File: config.mk
export PLATFORM = sky130hd
export DESIGN_NAME = pulsed_heat_chill_thermostat
export DESIGN_NICKNAME = d
export VERILOG_FILES = /design/src/hdl/phct_pkg.sv /design/src/hdl/phct_core.sv /design/src/hdl/pulsed_heat_chill_thermostat.sv
export SDC_FILE = /design/constraint.sdc
export NUM_CORES = 1
export LEC_CHECK = 0
export ABC_CLOCK_PERIOD_IN_PS = 7000
export BUFFER_PORTS_ARGS = -buffer_cell sky130_fd_sc_hd__buf_2
export CAP_MARGIN = 15
export CORE_MARGIN = 2
export CORE_UTILIZATION = 40
export CTS_CLUSTER_SIZE = 25
export DETAILED_ROUTE_END_ITERATION = 8
export GPL_ROUTABILITY_DRIVEN = 0
export PLACE_DENSITY = 0.57
export SLEW_MARGIN = 20
export SYNTH_ARGS = -nofsm -noshare
export SYNTH_HDL_FRONTEND = slang
export SYNTH_SLANG_ARGS = --single-unit
File: constraint.sdc
create_clock -name clk -period 7 [get_ports clk]
set_input_delay 1.4 -clock clk [delete_from_list [all_inputs] [get_ports clk]]
set_output_delay 1.4 -clock clk [all_outputs]
set_load 0.005 [all_outputs]
File: src/hdl/phct_pkg.sv
// ----------------------------------------------------------------------------
// phct_pkg
// Types and constants shared by the pulsed heat/chill thermostat.
// ----------------------------------------------------------------------------
`default_nettype none

package phct_pkg;

  localparam int PWM_PERIOD_MS = 100;
  localparam int PWM_W         = $clog2(PWM_PERIOD_MS);
  localparam int TIME_WIDTH    = 20;
  localparam int TEMP_W        = 12;
  localparam int TOL_W         = 8;
  localparam int PCT_W         = 7;
  localparam int CMP_W         = TEMP_W + 2;
  localparam int CFG_DATA_W    = 20;
  localparam int CFG_IDX_W     = 3;

  localparam logic [TIME_WIDTH-1:0] TIME_MAX = {TIME_WIDTH{1'b1}};

  localparam logic signed [TEMP_W-1:0] SETPOINT_RST     = 12'sd320;
  localparam logic [TOL_W-1:0]         TOLERANCE_RST    = 8'd1;
  localparam logic [PCT_W-1:0]         HEAT_PCT_RST     = 7'd100;
  localparam logic [CFG_DATA_W-1:0]    HEAT_PULSE_RST   = 20'd10000;
  localparam logic [CFG_DATA_W-1:0]    HEAT_RECOV_RST   = 20'd120000;
  localparam logic [CFG_DATA_W-1:0]    CHILL_PULSE_RST  = 20'd1000;
  localparam logic [CFG_DATA_W-1:0]    CHILL_RECOV_RST  = 20'd60000;
  localparam logic [CFG_DATA_W-1:0]    QUIET_RST        = 20'd30000;

  typedef enum logic [CFG_IDX_W-1:0] {
    REG_SETPOINT          = 3'd0,
    REG_TOLERANCE         = 3'd1,
    REG_HEAT_POWER_PCT    = 3'd2,
    REG_HEAT_PULSE_MS     = 3'd3,
    REG_HEAT_RECOVERY_MS  = 3'd4,
    REG_CHILL_PULSE_MS    = 3'd5,
    REG_CHILL_RECOVERY_MS = 3'd6,
    REG_INITIAL_QUIET_MS  = 3'd7
  } cfg_reg_t;

  typedef enum logic [1:0] {
    MODE_IDLE    = 2'd0,
    MODE_LOCKOUT = 2'd1,
    MODE_HEAT    = 2'd2,
    MODE_CHILL   = 2'd3
  } mode_t;

  typedef struct packed {
    logic signed [TEMP_W-1:0] temperature;
    logic                     temp_valid;
    logic                     safe_to_run;
  } req_t;

  typedef struct packed {
    logic       heater_drive;
    logic       chiller_drive;
    logic [1:0] mode;
  } rsp_t;

endpackage

`default_nettype wire

File: src/hdl/phct_core.sv
// ----------------------------------------------------------------------------
// phct_core
// Configuration registers, thermostat state and the per-tick update.
// ----------------------------------------------------------------------------
`default_nettype none

module phct_core (
  input  wire logic                                 clk,
  input  wire logic                                 rst,
  input  wire logic                                 cfg_we,
  input  wire logic [phct_pkg::CFG_IDX_W-1:0]       cfg_index,
  input  wire logic [phct_pkg::CFG_DATA_W-1:0]      cfg_data,
  input  wire logic                                 step,
  input  wire phct_pkg::req_t                       req,
  output phct_pkg::rsp_t                            rsp
);

  logic signed [phct_pkg::TEMP_W-1:0]   setpoint;
  logic [phct_pkg::TOL_W-1:0]           tolerance;
  logic [phct_pkg::PCT_W-1:0]           heat_power_pct;
  logic [phct_pkg::TIME_WIDTH-1:0]      heat_pulse_ms;
  logic [phct_pkg::TIME_WIDTH-1:0]      heat_recovery_ms;
  logic [phct_pkg::TIME_WIDTH-1:0]      chill_pulse_ms;
  logic [phct_pkg::TIME_WIDTH-1:0]      chill_recovery_ms;

  logic                                 heating, heating_next;
  logic                                 chilling, chilling_next;
  logic [phct_pkg::TIME_WIDTH-1:0]      pulse_length, pulse_length_next;
  logic [phct_pkg::TIME_WIDTH-1:0]      recovery_length, recovery_length_next;
  logic [phct_pkg::TIME_WIDTH-1:0]      elapsed_ms, elapsed_ms_next;
  logic [phct_pkg::PWM_W-1:0]           pwm_phase, pwm_phase_next;
  logic                                 quiet_pending, quiet_pending_next;

  logic [phct_pkg::TIME_WIDTH-1:0]      elapsed_inc;
  logic [phct_pkg::PWM_W:0]             phase_inc;
  logic                                 running, locked, start, heat_start, chill_start, stop;
  logic signed [phct_pkg::CMP_W-1:0]    temp_x, lo_bound, hi_bound;
  phct_pkg::cfg_reg_t                   cfg_sel;

  assign cfg_sel = phct_pkg::cfg_reg_t'(cfg_index);

  always_comb begin
    elapsed_inc = (elapsed_ms == phct_pkg::TIME_MAX) ? elapsed_ms : elapsed_ms + 1'b1;
    phase_inc   = {1'b0, pwm_phase} + 1'b1;
    if (32'(phase_inc) >= phct_pkg::PWM_PERIOD_MS) begin
      pwm_phase_next = '0;
    end else begin
      pwm_phase_next = phase_inc[phct_pkg::PWM_W-1:0];
    end

    temp_x   = phct_pkg::CMP_W'(req.temperature);
    lo_bound = phct_pkg::CMP_W'(setpoint)
             - $signed({{(phct_pkg::CMP_W-phct_pkg::TOL_W){1'b0}}, tolerance});
    hi_bound = phct_pkg::CMP_W'(setpoint)
             + $signed({{(phct_pkg::CMP_W-phct_pkg::TOL_W){1'b0}}, tolerance});

    running     = heating | chilling;
    locked      = !running && (elapsed_inc < recovery_length);
    start       = !running && !locked && req.safe_to_run && req.temp_valid;
    heat_start  = start && (temp_x < lo_bound);
    chill_start = start && !heat_start && (temp_x > hi_bound);

    heating_next         = heating;
    chilling_next        = chilling;
    pulse_length_next    = pulse_length;
    recovery_length_next = recovery_length;
    elapsed_ms_next      = elapsed_inc;
    quiet_pending_next   = quiet_pending;

    priority if (heat_start) begin
      heating_next         = 1'b1;
      chilling_next        = 1'b0;
      pulse_length_next    = heat_pulse_ms;
      recovery_length_next = heat_recovery_ms;
      elapsed_ms_next      = '0;
      quiet_pending_next   = 1'b0;
    end else if (chill_start) begin
      heating_next         = 1'b0;
      chilling_next        = 1'b1;
      pulse_length_next    = chill_pulse_ms;
      recovery_length_next = chill_recovery_ms;
      elapsed_ms_next      = '0;
      quiet_pending_next   = 1'b0;
    end else begin
    end

    stop = (heating_next | chilling_next)
         && (!req.safe_to_run || (elapsed_ms_next >= pulse_length_next));
    if (stop) begin
      heating_next    = 1'b0;
      chilling_next   = 1'b0;
      elapsed_ms_next = '0;
    end

    priority if (heating_next) begin
      rsp.mode = phct_pkg::MODE_HEAT;
    end else if (chilling_next) begin
      rsp.mode = phct_pkg::MODE_CHILL;
    end else if (elapsed_ms_next < recovery_length_next) begin
      rsp.mode = phct_pkg::MODE_LOCKOUT;
    end else begin
      rsp.mode = phct_pkg::MODE_IDLE;
    end
    rsp.heater_drive  = heating_next && (32'(pwm_phase_next) < 32'(heat_power_pct));
    rsp.chiller_drive = chilling_next;
  end

  always_ff @(posedge clk) begin
    if (rst) begin
      setpoint          <= phct_pkg::SETPOINT_RST;
      tolerance         <= phct_pkg::TOLERANCE_RST;
      heat_power_pct    <= phct_pkg::HEAT_PCT_RST;
      heat_pulse_ms     <= phct_pkg::HEAT_PULSE_RST;
      heat_recovery_ms  <= phct_pkg::HEAT_RECOV_RST;
      chill_pulse_ms    <= phct_pkg::CHILL_PULSE_RST;
      chill_recovery_ms <= phct_pkg::CHILL_RECOV_RST;
      heating           <= 1'b0;
      chilling          <= 1'b0;
      pulse_length      <= '0;
      recovery_length   <= phct_pkg::QUIET_RST;
      elapsed_ms        <= '0;
      pwm_phase         <= '0;
      quiet_pending     <= 1'b1;
    end else if (step) begin
      heating         <= heating_next;
      chilling        <= chilling_next;
      pulse_length    <= pulse_length_next;
      recovery_length <= recovery_length_next;
      elapsed_ms      <= elapsed_ms_next;
      pwm_phase       <= pwm_phase_next;
      quiet_pending   <= quiet_pending_next;
    end else if (cfg_we) begin
      unique case (cfg_sel)
        phct_pkg::REG_SETPOINT:          setpoint <= $signed(cfg_data[phct_pkg::TEMP_W-1:0]);
        phct_pkg::REG_TOLERANCE:         tolerance <= cfg_data[phct_pkg::TOL_W-1:0];
        phct_pkg::REG_HEAT_POWER_PCT:    heat_power_pct <= cfg_data[phct_pkg::PCT_W-1:0];
        phct_pkg::REG_HEAT_PULSE_MS:     heat_pulse_ms <= cfg_data;
        phct_pkg::REG_HEAT_RECOVERY_MS:  heat_recovery_ms <= cfg_data;
        phct_pkg::REG_CHILL_PULSE_MS:    chill_pulse_ms <= cfg_data;
        phct_pkg::REG_CHILL_RECOVERY_MS: chill_recovery_ms <= cfg_data;
        phct_pkg::REG_INITIAL_QUIET_MS: begin
          if (quiet_pending) begin
            recovery_length <= cfg_data;
          end
        end
      endcase
    end
  end

endmodule

`default_nettype wire

File: src/hdl/pulsed_heat_chill_thermostat.sv
// ----------------------------------------------------------------------------
// pulsed_heat_chill_thermostat
// Bang-bang heat/chill controller with post-pulse lockout and heater PWM.
// ----------------------------------------------------------------------------
// Each request is one 1 ms tick carrying a temperature sample; each yields
// exactly one response with the heater and chiller levels and the mode. The
// block takes one request per clock cycle, held back only by reset or a
// stalled response register: a request is registered in the input register,
// and the thermostat state updates in a single pass as it moves to the
// response register. Write configuration only with no request or response
// in flight.
`default_nettype none

module pulsed_heat_chill_thermostat (
  input  wire logic                             clk,
  input  wire logic                             rst,
  input  wire logic                             req_valid,
  output logic                                  req_ready,
  input  wire phct_pkg::req_t                   req,
  output logic                                  rsp_valid,
  input  wire logic                             rsp_ready,
  output phct_pkg::rsp_t                        rsp,
  input  wire logic                             cfg_we,
  input  wire logic [phct_pkg::CFG_IDX_W-1:0]   cfg_index,
  input  wire logic [phct_pkg::CFG_DATA_W-1:0]  cfg_data
);

  logic            hold_valid;
  phct_pkg::req_t  hold;
  logic            advance;
  phct_pkg::rsp_t  rsp_next;

  assign advance   = hold_valid && (!rsp_valid || rsp_ready);
  assign req_ready = !rst && (!hold_valid || advance);

  phct_core u_core (
    .clk       (clk),
    .rst       (rst),
    .cfg_we    (cfg_we),
    .cfg_index (cfg_index),
    .cfg_data  (cfg_data),
    .step      (advance),
    .req       (hold),
    .rsp       (rsp_next)
  );

  always_ff @(posedge clk) begin
    if (rst) begin
      hold_valid <= 1'b0;
      rsp_valid  <= 1'b0;
    end else begin
      if (req_valid && req_ready) begin
        hold_valid <= 1'b1;
      end else if (advance) begin
        hold_valid <= 1'b0;
      end
      if (advance) begin
        rsp_valid <= 1'b1;
      end else if (rsp_ready) begin
        rsp_valid <= 1'b0;
      end
    end
  end

  always_ff @(posedge clk) begin
    if (req_valid && req_ready) begin
      hold <= req;
    end
    if (advance) begin
      rsp <= rsp_next;
    end
  end

endmodule

`default_nettype wire

==> results_tabular.tex <==
\begin{tabular}{lr}
\hline
Metric & Value \\
\hline
\multicolumn{2}{l}{\textbf{Outcome}} \\
\quad Status & finished clean \\
\multicolumn{2}{l}{\textbf{Route}} \\
\quad Per-cell routed wire length & 18.6 um \\
\quad Post-route ant nets & 0 \\
\quad Post-detailed-route DRC marker count & 0 \\
\quad Number of search-and-repair iterations in the first detailed-routing pass & 7 \\
\quad Detail-routed via count per cell & 5.57 \\
\quad Total number of vias & 10800 \\
\quad Starting DRC count in detailed routing & 789 \\
\quad Routed WL & 36.2 mm \\
\multicolumn{2}{l}{\textbf{Cells and area}} \\
\quad Number of antenna repair diodes & 0 \\
\quad Final nets & 1701 \\
\quad Final standard cell utilization of the core & 50.6\% \\
\quad Ratio of cells with drive above 1 in the final layout & 22.7\% \\
\quad Layout Area Growth over Synthesis & 24.3\% \\
\quad Final cell area excluding filler cells & 14500 sq um \\
\multicolumn{2}{l}{\textbf{Clock tree}} \\
\quad CTS tree & yes \\
\quad Clock buffers created by TritonCTS & 17 \\
\quad Maximum root-to-sink buffer count & 2 \\
\quad Clock latency at the later pin of the worst-skew pair & 0.45 ns \\
\quad Number of H-tree levels & 4 \\
\quad Clock transition at the register clock pins on the worst setup and hold paths after CTS & 0.09 ns \\
\quad Root buf cell & sky130\_fd\_sc\_hd\_\_clkbuf\_16 \\
\quad Sink Count & 197 \\
\multicolumn{2}{l}{\textbf{Floorplan}} \\
\quad Die extent in y & 175 um \\
\quad \# rows & 62 \\
\quad Die Area & 30600 sq um \\
\quad Die outline width & 175 um \\
\quad Io pins & 48 \\
\quad Area of the core & 28700 sq um \\
\quad Starting utilization of the core area & 40.7\% \\
\multicolumn{2}{l}{\textbf{Pwr}} \\
\quad Leakage component of the power & 5.93 nW \\
\quad Largest vdd supply drop & 0.145 mV \\
\quad Power density of the placed cells & 179 nW/um\^{}2 \\
\multicolumn{2}{l}{\textbf{STA}} \\
\quad Actual slew at the worst max-slew pin & 1.07 ns \\
\quad Max-slew violation count & 0 \\
\quad Post-layout minimum cycle time & 6.80 ns \\
\quad Clk\_skew & 0.0207 ns \\
\quad Hold violation total from the final report & 0 \\
\quad Upper clock frequency limit & 0.147 GHz \\
\quad Setup-violating endpoint count in the final report & 0 \\
\quad Period Utilization, post-route & 97.2\% \\
\quad Worst Slack Setup Final & 0.195 ns \\
\quad Total Neg Setup Slack & 0 ns \\
\quad Max-slew headroom & 28.7\% \\
\quad Setup repair after global routing missed its margin & yes \\
\multicolumn{2}{l}{\textbf{Critical path}} \\
\quad Slowest cell on the critical path & sky130\_fd\_sc\_hd\_\_dfxtp\_4 \\
\quad CP Buf/Inv Count & 6 \\
\quad Worst Path Max Fanout & 6 \\
\quad Family with the most delay on the worst path & compound AO/OA/AOI/OAI gates \\
\quad Delay of the slowest cell on the worst path & 0.36 ns \\
\quad Critical setup path kind & reg2reg \\
\quad Cell with the most instances on the worst path & sky130\_fd\_sc\_hd\_\_a21oi\_2 \\
\quad Data arrival, critical path & 6.99 ns \\
\quad Worst Setup End Kind & register \\
\quad Startpoint of the most critical setup path & u\_core.setpoint[0]\$\_SDFFE\_PP0P\_ \\
\quad Req. time, crit path & 7.19 ns \\
\quad Reg2reg start & u\_core.setpoint[0]\$\_SDFFE\_PP0P\_ \\
\quad Kind of start point of the critical path & register \\
\multicolumn{2}{l}{\textbf{Place}} \\
\quad Minimum setup slack after placement & -0.195 ns \\
\quad Cell Area, Placed & 12800 sq um \\
\quad Post-DP HPWL & 25.3 mm \\
\quad Port Buffer Count & 47 \\
\multicolumn{2}{l}{\textbf{Synth}} \\
\quad Cell accounting for the most synthesized area & sky130\_fd\_sc\_hd\_\_dfxtp\_1 \\
\quad Most common cell in the netlist & sky130\_fd\_sc\_hd\_\_nand2\_1 \\
\quad Number of synthesized register bits & 197 \\
\quad Top post-synthesis cells by area & sky130\_fd\_sc\_hd\_\_dfxtp\_1, sky130\_fd\_sc\_hd\_\_ha\_1, sky130\_fd\_sc\_hd\_\_nand2\_1 \\
\quad Share of flip-flops with an asynchronous set or reset & 0\% \\
\quad Count of mapped cells out of synthesis & 1454 \\
\quad EDFF count, synth & 18 \\
\quad Per-instance average area after synthesis & 8.04 sq um \\
\quad Synth Cell Area & 11700 sq um \\
\quad Commonest cells post-synth & sky130\_fd\_sc\_hd\_\_nand2\_1, sky130\_fd\_sc\_hd\_\_dfxtp\_1, sky130\_fd\_sc\_hd\_\_a21oi\_1 \\
\quad Sequential element share of the synthesized area & 35.3\% \\
\quad Synth warnings & 0 \\
\quad Synthesized Nets & 1606 \\
\quad Dominant register cell in the synthesized netlist & sky130\_fd\_sc\_hd\_\_dfxtp\_1 \\
\quad Proportion of netlist area held by the largest area contributor & 30.7\% \\
\quad Number of distinct library cells after synthesis & 71 \\
\multicolumn{2}{l}{\textbf{Global routing}} \\
\quad First-pass GRT wire length & 56.9 mm \\
\quad Vias in the first global route & 10400 \\
\quad GR Overflow Total & 0 \\
\quad Global-route usage over all layers & 23.5\% \\
\quad Pin count of the biggest net entering global routing & 88 \\
\quad Number of antenna violations at the first check in global routing & 0 \\
\multicolumn{2}{l}{\textbf{Flow run}} \\
\quad Number of max-cap violations & 0 \\
\multicolumn{2}{l}{\textbf{Min path}} \\
\quad Source of the worst hold timing path & u\_core.quiet\_pending\$\_SDFFE\_PP1P\_ \\
\quad Worst Hold Class & reg2reg \\
\hline
\end{tabular}
## final cells by class
| class | instances | area (sq um) |
|---|---|---|
| Multi-Input combinational cell | 1087 | 7690 |
| Fill cell | 2789 | 14200 |
| Inverter | 74 | 278 |
| Tap cell | 384 | 480 |
| Timing Repair Buffer | 172 | 1340 |
| Clock inverter | 14 | 175 |
| Sequential cell | 197 | 4140 |
| Clock buffer | 18 | 429 |
## kinds of logic (layout without fill, tap and decap cells)
family | Yosys count | after routing | synth area share (%)
and+or+nand+nor | 574 | 574 | 22.8
buffers and inverters | 170 | 278 | 5.84
AOI/OAI and AO/OA | 352 | 352 | 20.1
xor gates and xnor gates | 35 | 35 | 2.62
adders and majority gates | 110 | 110 | 11.9
DFF | 197 | 197 | 35.3
muxes | 16 | 16 | 1.40
## cell usage in the layout (no fill, tap or decap), drive strengths merged, types with 10 or more instances in the layout
cell type    n
mux2i       16
dfxtp      179
nand3       49
edfxtp      18
buf        172
nand3b      48
nand4       15
ha         108
o21ai       40
o22ai       42
clkbuf      18
nor3        10
xor2        13
nand2b      11
nand2      257
o22a        48
inv         83
nor2       135
a2111oi     17
a21oi      138
xnor2       22
## sequential cells by signal, summed over array words and instances (netlist names), 7 cells and up
| name | flops |
|---|---|
| u_core.pwm_phase | 7 |
| u_core.chill_recovery_ms | 20 |
| u_core.elapsed_ms | 20 |
| u_core.heat_pulse_ms | 20 |
| u_core.recovery_length | 20 |
| u_core.tolerance | 8 |
| u_core.pulse_length | 20 |
| hold | 14 |
| u_core.heat_power_pct | 7 |
| u_core.setpoint | 12 |
| u_core.heat_recovery_ms | 20 |
| u_core.chill_pulse_ms | 20 |
## path summary, 6_finish.rpt
path,slack (ns),endpoint,depth (start not counted)
min,0.46,u_core.quiet_pending$_SDFFE_PP1P_,1
min reg2reg,0.46,u_core.quiet_pending$_SDFFE_PP1P_,1
max reg2reg,0.20,rsp[0]$_SDFFCE_PP0P_,40
max,0.20,rsp[0]$_SDFFCE_PP0P_,40
## repair_timing
item                       4_1_cts  5_1_grt
cloned                           3        0
setup endpoints to repair        1        1
setup buffers                   10       15
pin swaps                       46       91
gates resized for setup         61      114
hold buffers                     0        0
## worst register-to-register path: cells and delay by family, from the launching register on
kind / cells / cell delay (ns)
compound gates: 19 / 3.19
fa+ha+maj: 5 / 1.20
buf+inv: 6 / 0.70
flops: 1 / 0.36
simple gates: 10 / 1.11
## power breakdown
group | internal, mW | switching, mW | leakage (nW)
sequential | 1.16 | 0.0223 | 1.62
combinational | 0.164 | 0.232 | 4.02
clock | 0.491 | 0.528 | 0.293
## layer usage
metal	vias up	part of all wire (%)	global-route usage, %
met5	-	0	0
met4	0	2.0	6.49
met3	46	5.1	2.85
met2	292	47	39.2
met1	5182	45	32.1
li1	5310	-	-
## through the flow
step                power (mW)  std cells  hold slack (ns)
CTS                       2.60       1933            0.461
global placement          1.55       1888            0.436
finish                    2.60       1946            0.458
detailed placement        1.55       1888            0.441
floorplan                 1.42       1454            0.426
global route              2.71       1946            0.475
Note: power is estimated with default switching activity, not from simulation.
